$ cat src/hw/rtl/cfb_pkg.sv
`default_nettype none
package cfb_pkg;

  localparam int MAX_PAYLOAD = 4096;
  localparam int QUEUE_DEPTH = 4;

  localparam int LEN_W = 13;

  localparam logic REQ_START   = 1'b0;
  localparam logic REQ_PAYLOAD = 1'b1;

  localparam logic [7:0] SYNC0    = 8'h55;
  localparam logic [7:0] SYNC1    = 8'hAA;
  localparam logic [7:0] TRAILER0 = 8'hFB;
  localparam logic [7:0] TRAILER1 = 8'hF2;
  localparam logic [7:0] LOW_MASK = 8'hFF;

  typedef struct packed {
    logic       is_hdr;
    logic [7:0] cmd;
    logic [7:0] len_hi;
    logic [7:0] len_lo;
    logic [7:0] body;
    logic [7:0] sum;
    logic       trailer;
  } job_t;

endpackage
`default_nettype wire

$ cat src/hw/rtl/cfb_front.sv
`default_nettype none
module cfb_front (
  input  wire logic                     clk,
  input  wire logic                     rst,
  input  wire logic                     push,
  input  wire logic                     q_full,
  input  wire logic                     req_type,
  input  wire logic [7:0]               command_code,
  input  wire logic [cfb_pkg::LEN_W-1:0] payload_length,
  input  wire logic [7:0]               channel_id,
  input  wire logic [7:0]               payload_byte,
  output logic                          enq,
  output cfb_pkg::job_t                 job
);
  import cfb_pkg::*;

  localparam logic [15:0] MAX_LEN16 = 16'(MAX_PAYLOAD);

  logic             frame_open;
  logic [LEN_W-1:0] bytes_remaining;
  logic [7:0]       running_sum;

  logic             accept;
  logic             is_start;
  logic             pay_ok;
  logic [15:0]      len16;
  logic [15:0]      sat16;
  logic [15:0]      total;
  logic [LEN_W-1:0] len_sat;
  logic [LEN_W-1:0] remain_dec;
  logic [7:0]       seed;
  logic [7:0]       pay_sum;

  always_comb begin
    accept     = push && !q_full;
    is_start   = (req_type == REQ_START);
    pay_ok     = frame_open && (bytes_remaining != '0);
    len16      = 16'(payload_length);
    sat16      = (len16 > MAX_LEN16) ? MAX_LEN16 : len16;
    len_sat    = sat16[LEN_W-1:0];
    total      = sat16 + 16'd1;
    seed       = command_code + total[15:8] + (total[7:0] & LOW_MASK) + channel_id;
    pay_sum    = running_sum + payload_byte;
    remain_dec = bytes_remaining - LEN_W'(1);

    enq         = accept && (is_start || pay_ok);
    job.is_hdr  = is_start;
    job.cmd     = command_code;
    job.len_hi  = total[15:8];
    job.len_lo  = total[7:0] & LOW_MASK;
    job.body    = is_start ? channel_id : payload_byte;
    job.sum     = is_start ? seed : pay_sum;
    job.trailer = is_start ? (len_sat == '0) : (remain_dec == '0);
  end

  always_ff @(posedge clk) begin
    if (rst) begin
      frame_open      <= 1'b0;
      bytes_remaining <= '0;
      running_sum     <= '0;
    end else if (accept) begin
      if (is_start) begin
        running_sum     <= seed;
        bytes_remaining <= len_sat;
        frame_open      <= (len_sat != '0);
      end else if (pay_ok) begin
        running_sum     <= pay_sum;
        bytes_remaining <= remain_dec;
        if (remain_dec == '0) begin
          frame_open <= 1'b0;
        end
      end
    end
  end

  a_open_matches_count: assert property (@(posedge clk) disable iff (rst)
    frame_open == (bytes_remaining != '0))
    else $error("frame_open out of step with bytes_remaining");

endmodule
`default_nettype wire

$ cat src/hw/rtl/cfb_queue.sv
`default_nettype none
module cfb_queue #(
  parameter int DEPTH = cfb_pkg::QUEUE_DEPTH
) (
  input  wire logic          clk,
  input  wire logic          rst,
  input  wire logic          wr_en,
  input  wire cfb_pkg::job_t wr_job,
  output logic               full,
  input  wire logic          rd_en,
  output cfb_pkg::job_t      rd_job,
  output logic               nonempty
);
  import cfb_pkg::*;

  localparam int AW = (DEPTH > 1) ? $clog2(DEPTH) : 1;
  localparam int CW = $clog2(DEPTH + 1);
  localparam logic [AW-1:0] LAST = AW'(DEPTH - 1);
  localparam logic [CW-1:0] FULL_COUNT = CW'(DEPTH);

  job_t          mem [DEPTH];
  logic [AW-1:0] wr_ptr;
  logic [AW-1:0] rd_ptr;
  logic [CW-1:0] count;
  logic          do_wr;
  logic          do_rd;

  always_comb begin
    full     = (count == FULL_COUNT);
    nonempty = (count != '0);
    rd_job   = mem[rd_ptr];
    do_wr    = wr_en && !full;
    do_rd    = rd_en && nonempty;
  end

  always_ff @(posedge clk) begin
    if (do_wr) begin
      mem[wr_ptr] <= wr_job;
    end
  end

  always_ff @(posedge clk) begin
    if (rst) begin
      wr_ptr <= '0;
      rd_ptr <= '0;
      count  <= '0;
    end else begin
      if (do_wr) begin
        wr_ptr <= (wr_ptr == LAST) ? '0 : wr_ptr + AW'(1);
      end
      if (do_rd) begin
        rd_ptr <= (rd_ptr == LAST) ? '0 : rd_ptr + AW'(1);
      end
      if (do_wr && !do_rd) begin
        count <= count + CW'(1);
      end else if (do_rd && !do_wr) begin
        count <= count - CW'(1);
      end
    end
  end

  a_count_bound: assert property (@(posedge clk) disable iff (rst)
    count <= FULL_COUNT)
    else $error("queue count above depth");

endmodule
`default_nettype wire

$ cat src/hw/rtl/cfb_back.sv
`default_nettype none
module cfb_back (
  input  wire logic          clk,
  input  wire logic          rst,
  input  wire logic          q_valid,
  input  wire cfb_pkg::job_t q_job,
  output logic               deq,
  input  wire logic          pop,
  output logic               empty,
  output logic [7:0]         frame_byte,
  output logic               frame_end
);
  import cfb_pkg::*;

  localparam logic [3:0] POS_SYNC0 = 4'd0;
  localparam logic [3:0] POS_SYNC1 = 4'd1;
  localparam logic [3:0] POS_CMD   = 4'd2;
  localparam logic [3:0] POS_HI    = 4'd3;
  localparam logic [3:0] POS_LO    = 4'd4;
  localparam logic [3:0] POS_BODY  = 4'd5;
  localparam logic [3:0] POS_SUM   = 4'd6;
  localparam logic [3:0] POS_TR0   = 4'd7;
  localparam logic [3:0] POS_END   = 4'd8;

  logic       out_valid;
  logic       busy;
  logic [3:0] step;

  logic       load;
  logic [3:0] cur_step;
  logic [3:0] last_step;
  logic [7:0] byte_sel;

  always_comb begin
    empty     = !out_valid;
    load      = q_valid && (!out_valid || pop);
    cur_step  = busy ? step : (q_job.is_hdr ? POS_SYNC0 : POS_BODY);
    last_step = q_job.trailer ? POS_END : POS_BODY;
    deq       = load && (cur_step == last_step);
    case (cur_step)
      POS_SYNC0: byte_sel = SYNC0;
      POS_SYNC1: byte_sel = SYNC1;
      POS_CMD:   byte_sel = q_job.cmd;
      POS_HI:    byte_sel = q_job.len_hi;
      POS_LO:    byte_sel = q_job.len_lo;
      POS_BODY:  byte_sel = q_job.body;
      POS_SUM:   byte_sel = q_job.sum;
      POS_TR0:   byte_sel = TRAILER0;
      POS_END:   byte_sel = TRAILER1;
      default:   byte_sel = 8'h00;
    endcase
  end

  always_ff @(posedge clk) begin
    if (rst) begin
      out_valid <= 1'b0;
      busy      <= 1'b0;
      step      <= '0;
    end else begin
      if (load) begin
        out_valid  <= 1'b1;
        frame_byte <= byte_sel;
        frame_end  <= (cur_step == POS_END);
        if (cur_step == last_step) begin
          busy <= 1'b0;
        end else begin
          busy <= 1'b1;
          step <= cur_step + 4'd1;
        end
      end else if (pop) begin
        out_valid <= 1'b0;
      end
    end
  end

  a_end_byte: assert property (@(posedge clk) disable iff (rst)
    out_valid && frame_end |-> frame_byte == TRAILER1)
    else $error("frame end on a byte other than the last trailer byte");

  a_head_held: assert property (@(posedge clk) disable iff (rst)
    busy |-> q_valid)
    else $error("queue head lost in the middle of a job");

endmodule
`default_nettype wire

$ cat src/hw/rtl/command_frame_builder.sv
// channel  | handshake          | ports
// ---------+--------------------+------------------------------------------------------
// items    | push / full        | req_type command_code payload_length channel_id
//          |                    | payload_byte
// frame    | pop / empty        | frame_byte frame_end
//
// One payload word in, one frame word out per cycle while the queue has room and pop is
// taken; a start item gives six frame words, nine with an empty payload, and a closing
// payload word gives four. The back end emits one word per cycle from the job queue
// while pop is taken; the front end takes a word each cycle until the queue is full.
// Reset is synchronous and empties the queue, the output stage and the frame state.
// A stalled pop holds the output word; the front keeps accepting until the queue fills.
`default_nettype none
module command_frame_builder #(
  parameter int QUEUE_DEPTH = cfb_pkg::QUEUE_DEPTH
) (
  input  wire logic                      clk,
  input  wire logic                      rst,
  input  wire logic                      push,
  output logic                           full,
  input  wire logic                      req_type,
  input  wire logic [7:0]                command_code,
  input  wire logic [cfb_pkg::LEN_W-1:0] payload_length,
  input  wire logic [7:0]                channel_id,
  input  wire logic [7:0]                payload_byte,
  output logic                           empty,
  input  wire logic                      pop,
  output logic [7:0]                     frame_byte,
  output logic                           frame_end
);
  import cfb_pkg::*;

  logic enq;
  job_t enq_job;
  logic q_valid;
  job_t q_job;
  logic deq;

  cfb_front u_front (
    .clk           (clk),
    .rst           (rst),
    .push          (push),
    .q_full        (full),
    .req_type      (req_type),
    .command_code  (command_code),
    .payload_length(payload_length),
    .channel_id    (channel_id),
    .payload_byte  (payload_byte),
    .enq           (enq),
    .job           (enq_job)
  );

  cfb_queue #(
    .DEPTH(QUEUE_DEPTH)
  ) u_queue (
    .clk     (clk),
    .rst     (rst),
    .wr_en   (enq),
    .wr_job  (enq_job),
    .full    (full),
    .rd_en   (deq),
    .rd_job  (q_job),
    .nonempty(q_valid)
  );

  cfb_back u_back (
    .clk       (clk),
    .rst       (rst),
    .q_valid   (q_valid),
    .q_job     (q_job),
    .deq       (deq),
    .pop       (pop),
    .empty     (empty),
    .frame_byte(frame_byte),
    .frame_end (frame_end)
  );

endmodule
`default_nettype wire
$ cat config.mk
export PLATFORM = sky130hd
export DESIGN_NAME = command_frame_builder
export DESIGN_NICKNAME = d
export VERILOG_FILES = /design/src/hw/rtl/cfb_pkg.sv /design/src/hw/rtl/cfb_front.sv /design/src/hw/rtl/cfb_queue.sv /design/src/hw/rtl/cfb_back.sv /design/src/hw/rtl/command_frame_builder.sv
export SDC_FILE = /design/constraint.sdc
export NUM_CORES = 1
export LEC_CHECK = 0
export BUFFER_PORTS_ARGS = -buffer_cell sky130_fd_sc_hd__buf_2
export CORE_UTILIZATION = 41
export CTS_CLUSTER_SIZE = 24
export DETAILED_ROUTE_END_ITERATION = 10
export PLACE_DENSITY_LB_ADDON = 0.12
export SLEW_MARGIN = 5
export SYNTH_ARGS = -nofsm -noshare
export SYNTH_HDL_FRONTEND = slang
export SYNTH_SLANG_ARGS = --single-unit
$ cat constraint.sdc
create_clock -name clk -period 4.5 [get_ports clk]
set_input_delay 0.675 -clock clk [delete_from_list [all_inputs] [get_ports clk]]
set_output_delay 0.675 -clock clk [all_outputs]
set_load 0.01 [all_outputs]
==> metrics.txt, run 1 <==
status finished, final reports clean; crit-path leading delay family adder cells; global-route wire length before repair between 30,000 and 40,000 microns; pin count of the biggest net entering global routing 44; Initial DRT Pass Iterations 6; GR Util All Layers 0.202; Nets 920; Mapped Area a little over 10,000 sq um; sequential share of the synthesized area 0.578; synth warn 0; critical path fanouts, max 4; Avg Vias per Cell ~5.5; Setup Fix Bufs, Post-CTS 0; Crit Path Category input port to flip-flop; vias in the first global route about 6,700; Yosys cell types 68; Worst-path clk slew approximately 0.06 ns; post-synthesis cell count 758; Antenna Nets Post-Route 0; filler cell count around 2,100; CTS Root Cell clkbuf_16; Post-synth EDFFs approximately 170; Clock Path Buffers 3; Compound-Gate Fraction of Synth Area 0.0917; area of the multi-input gates about 3900 sq um; GPL Wtd Cong 0.814; Diodes inserted 0; Fin Clk Skew 0.0167 ns; crit path buf inv count 2; Site Rows 56; DPL Wire Length 16,700 microns; port buffer count 52; vias after detailed routing ~6,500; hold depth 1; Critical Path RT approximately 4.7 ns; layout cells sized above 1 0.214; TNS Setup 0 ns; GR Overflow Total 0; CTS tree built; Post-synth top flop edfxtp_1; Worst-Margin Slew between 1 and 1.5 ns; RSZ-0062 raised after global routing false; area of the core roughly 24,000 sq um; Simple-Gate Fraction of Synth Area 0.101; WL final ~25,000 microns; Final Max Slew Viols 0; top-count cell post-synth edfxtp_1; Peak Freq 0.244 GHz; Power Density 527 nW/um^2; CP startpoint kind input port; pre-CTS setup slack -0.130 ns; H-Tree Depth 1; largest area contributor in the netlist edfxtp_1; DRC violations left 0; Adder-Cell Fraction of Synth Area 0.0659; Final Hold Fails 0; fin crit share 0.909; final setup margin 0.408 ns; R2R Setup Slk around 0.92 ns; # IOs 53; crit path cell chain buf_2, nor4_1, a41oi_1, or2_2, fa_1, fa_1, inv_1, ha_1, nor2b_1, a2111oi_0, a21oi_1, a311oi_1, nand2_1; post-place instance area 10,800 sq um; Max-slew headroom 0.323; main combinational cell family by area after synthesis multiplexers; min-delay src command_code[1]; R2R cell count 11; later-pin clock latency in the skew report about 0.53 ns; Starting Density 0.424; xor and xnor area share after synthesis 0.0174; Synth Register Bits around 200; # setup viols final 0; synth-to-layout area growth 14.4%; Synth area leaders edfxtp_1 (50%), mux4_2 (8.9%), dfxtp_1 (7.4%); FF+latch area just under 6000 sq um; HP Class input port to flip-flop; share of the synthesized area in the top cell type 0.504; CTS Sinks 206; r2r endpoint u_queue.count[2]; post-DR wirelength/cell around 21 microns; highest-delay cell along the critical path fa_1; multiplexer share of the synthesized area 0.105; most used cell, CP fa_1; Avg Cell Area, Syn 13.3 sq um; maximum vdd drop around 0.33 mV; total of max-cap violations 0; 1st-iter DRT viols 443; DIE AREA between 20,000 and 30,000 sq um; Die Y about 160 microns; Post-CTS Hold Fix Bufs 0; total CTS buffers 23; crit path time final approximately 4.1 ns; # resized after CTS 0; initial antenna violation count 0; most frequent cells after synthesis edfxtp_1 (169), inv_1 (61), nor2_1 (48), mux4_2 (40), dfxtp_1 (37); CP max stage delay 0.52 ns; WP data arrival between 4 and 5 ns; Hold Crit Endpoint u_queue.mem[0][34]; WHS between 0.3 and 0.4 ns; leakage 4.17 nW; Die X-Extent 159 microns; Synth async-reset ratio 0; Worst setup EP type flip-flop; Design Area, Final 11,500 sq um
[worst reg2reg max path, delay by kind of cell, from the launching register on]
family	cells	cell delay, ns
fa+ha+maj	2	0.56
simple gates	1	0.30
xor+xnor	1	0.17
flops	1	0.34
buf+inv	3	0.83
mux	1	0.64
compound gates	3	0.64
[sequential cells by signal (all words and copies together), names as in the netlist, 2 cells and up, named ones only]
register,count
u_queue.rd_ptr,2
u_front.bytes_remaining,13
u_back.step,4
u_back.frame_byte,8
u_queue.count,3
u_queue.wr_ptr,2
u_queue.mem,160
u_front.running_sum,8
[area by class of cell]
type	instances	share of cell area
Tap cell	319	0.0347
Inverter	63	0.0205
Sequential cell	206	0.505
Clock inverter	6	0.00652
Timing Repair Buffer	83	0.0428
Clock buffer	35	0.0556
Multi-Input combinational cell	457	0.335
[worst max-delay path by stage]
stage	end	cells after the start	from
floorplan	u_front.running_sum[7]	16	payload_length[0]
global placement	u_front.running_sum[7]	17	payload_length[12]
detailed placement	u_queue.mem[0][8]	17	payload_length[12]
CTS	u_queue.mem[0][8]	17	payload_length[12]
global route	u_queue.mem[3][8]	17	payload_length[12]
finish	u_queue.mem[1][7]	13	payload_length[11]
[stage by stage]
step | power, mW | cells | utilization
2_1_floorplan | 3.80 | 761 | -
3_3_place_gp | 4.28 | 1128 | 0.455
3_5_place_dp | 4.33 | 1128 | 0.455
4_1_cts | 6.13 | 1169 | 0.485
5_1_grt | 6.41 | 1169 | 0.485
6_report | 6.06 | 1169 | 0.485
[cell usage in the layout, fill, tap and decap left out, drive strengths merged, types with 7 or more instances in the layout]
master / netlist / layout
edfxtp: 169 / 169
buf: 15 / 83
inv: 63 / 64
nor2: 48 / 48
mux4: 40 / 40
nand2: 37 / 37
dfxtp: 37 / 37
a21oi: 35 / 35
clkbuf: 20 / 35
o21ai: 33 / 33
ha: 29 / 29
nand3: 25 / 25
fa: 15 / 15
nor3: 14 / 14
xnor2: 12 / 12
nor2b: 12 / 12
a22oi: 11 / 11
a211oi: 10 / 10
mux2i: 9 / 9
and2: 9 / 9
xor2: 8 / 8
nand4: 7 / 7
or2: 7 / 7
[where the power goes]
part,switching (mW),internal [mW],leakage (nW)
clock,0.741,1.04,0.343
combinational,1.05,0.731,1.98
sequential,0.127,2.37,1.85
[cell families (layout without fill, tap and decap cells)]
group / Yosys count / after routing
compound gates: 139 / 139
xor+xnor: 20 / 20
fa+ha+maj: 44 / 44
buf+inv: 98 / 187
flops: 206 / 206
mux: 55 / 55
other cells: 2 / 5
simple gates: 194 / 194
[layer usage]
metal  global-route usage  wire length (microns)  vias up
met4               0.0472                    430        0
li1                     -                      -     3015
met1                0.271                  11100     3291
met2                0.347                  12200      131
met3               0.0253                    881       29
met5                    0                      0        -
Note: power is estimated with default switching activity, not from simulation.
==> run 2, diff against run 1 <==
==> constraint.sdc (replaced) <==
create_clock -name clk -period 5.03 [get_ports clk]
set_input_delay 0.7545 -clock clk [delete_from_list [all_inputs] [get_ports clk]]
set_output_delay 0.7545 -clock clk [all_outputs]
set_load 0.01 [all_outputs]
==> run 2 against run 1 <==
Effect of this change:
- wire length is 0.70% lower
- critical path depth stayed put
- clock-buffer cell count is 8 lower
- critical path type unchanged
- via count is 1.6% lower
- clock skew is 0.0043 ns lower
- highest routed layer unchanged
- critical endpoint is now u_queue.mem[0][7]
==> metrics.txt, run 2 (synthesis gave the netlist of run 1 again) <==
pre-CTS setup slack roughly 0.19 ns; Power Density 479 nW/um^2; 1st-iter DRT viols between 300 and 400; vias after detailed routing 6,361; Worst-path clk slew ~0.060 ns; Max-slew headroom 0.268; Avg Vias per Cell 5.53; Critical Path RT about 5.3 ns; CTS Sinks a little over 200; max reg flops 160; GR Util All Layers 0.198; later-pin clock latency in the skew report between 0.5 and 0.6 ns; Worst-Margin Slew 1.09 ns; status finished, final reports clean; most common cell after layout, fill and taps aside edfxtp_1; WP data arrival 4.60 ns; DIE AREA around 25,000 sq um; Final Hold Fails 0; DRC violations left 0; CTS tree built; synth-to-layout area growth 13.2%; Diodes inserted 0; layout cells sized above 1 0.203; HP Class input port to flip-flop; RSZ-0062 raised after global routing false; port buffer count 52; CP startpoint kind input port; post-place instance area between 10,000 and 15,000 sq um; total of max-cap violations 0; vias in the first global route 6,583; global-route wire length before repair about 38,000 microns; crit path cell chain buf_2, nor4_1, a41oi_1, or2_2, fa_1, fa_1, inv_1, ha_1, nor2b_1, a2111oi_0, a21oi_1, a311oi_1, nand2_1; GPL Wtd Cong approximately 0.90; Die X-Extent approximately 160 microns; initial antenna violation count 0; crit-path leading delay family adder cells; most frequent cells in the layout edfxtp_1 (169), inv_1 (61), buf_2 (52), nor2_1 (48), mux4_2 (40); Site Rows 56; filler cell count between 2,000 and 2,500; Crit Path Category input port to flip-flop; leakage approximately 4.1 nW; Worst setup EP type flip-flop; # setup viols final 0; Setup Fix Bufs, Post-CTS 0; Final Max Slew Viols 0; WL final between 20,000 and 25,000 microns; CP max stage delay slightly above 0.5 ns; post-DR wirelength/cell 21.3 microns; Die Y roughly 160 microns; Post-CTS Hold Fix Bufs 0; maximum vdd drop approximately 0.25 mV; # IOs 53; GR Overflow Total 0; crit path buf inv count 2; total power roughly 5.5 mW; total CTS buffers 24; Starting Density 0.424; Largest regs u_queue.mem x160, u_front.bytes_remaining x13; critical path fanouts, max 5; Initial DRT Pass Iterations 4; TNS Setup 0 ns; CTS Root Cell clkbuf_16; dpl cells ~1,100; H-Tree Depth 1; Nets 900; fin crit share 0.865; crit path time final between 4 and 5 ns; DPL Wire Length between 15,000 and 20,000 microns; Fin Clk Skew 0.0124 ns; pin count of the biggest net entering global routing 48; area of the core 23,800 sq um; Clock Path Buffers 3; # resized after CTS 0; Biggest register u_queue.mem; Peak Freq about 0.23 GHz; final setup margin 0.677 ns; Non-Filler Instances roughly 1,200; Design Area, Final 11,400 sq um; most used cell, CP fa_1; highest-delay cell along the critical path fa_1; Antenna Nets Post-Route 0
[run 2: path summary, 6_finish.rpt]
| kind | start | to | slack, ns | cells past startpoint |
|---|---|---|---|---|
| worst min-delay path | command_code[2] | u_queue.mem[2][35] | 0.46 | 1 |
| worst max-delay path | payload_length[11] | u_queue.mem[0][7] | 0.68 | 13 |
| worst max register to register | u_front.bytes_remaining[0] | u_queue.count[2] | 1.27 | 13 |
| worst min register to register | u_front.frame_open | u_front.frame_open | 0.48 | 2 |
[run 2: per-stage QoR]
stage / util / hold slack [ns]
finish: 0.480 / 0.465
global route: 0.480 / 0.473
CTS: 0.480 / 0.450
detailed placement: 0.448 / 0.473
global placement: 0.448 / 0.467
floorplan: - / 0.449
[run 2: routing by layer]
metal / up-vias / track usage / part of all wire
li1: 2977 / - / -
met1: 3184 / 0.274 / 0.45
met2: 170 / 0.330 / 0.49
met3: 30 / 0.0266 / 0.046
met4: 0 / 0.0437 / 0.018
met5: - / 0 / 0
[run 2: final cells by class]
class,count,area [sq um],area share
Clock buffer,27,622,0.0546
Clock inverter,16,130,0.0114
Inverter,63,236,0.0207
Multi-Input combinational cell,457,3860,0.338
Sequential cell,206,5820,0.510
Tap cell,319,399,0.0350
Timing Repair Buffer,62,335,0.0294
[run 2: power breakdown]
part	internal [mW]	switching (mW)
Sequential	2.12	0.116
Combinational	0.641	0.947
Clock	0.948	0.685
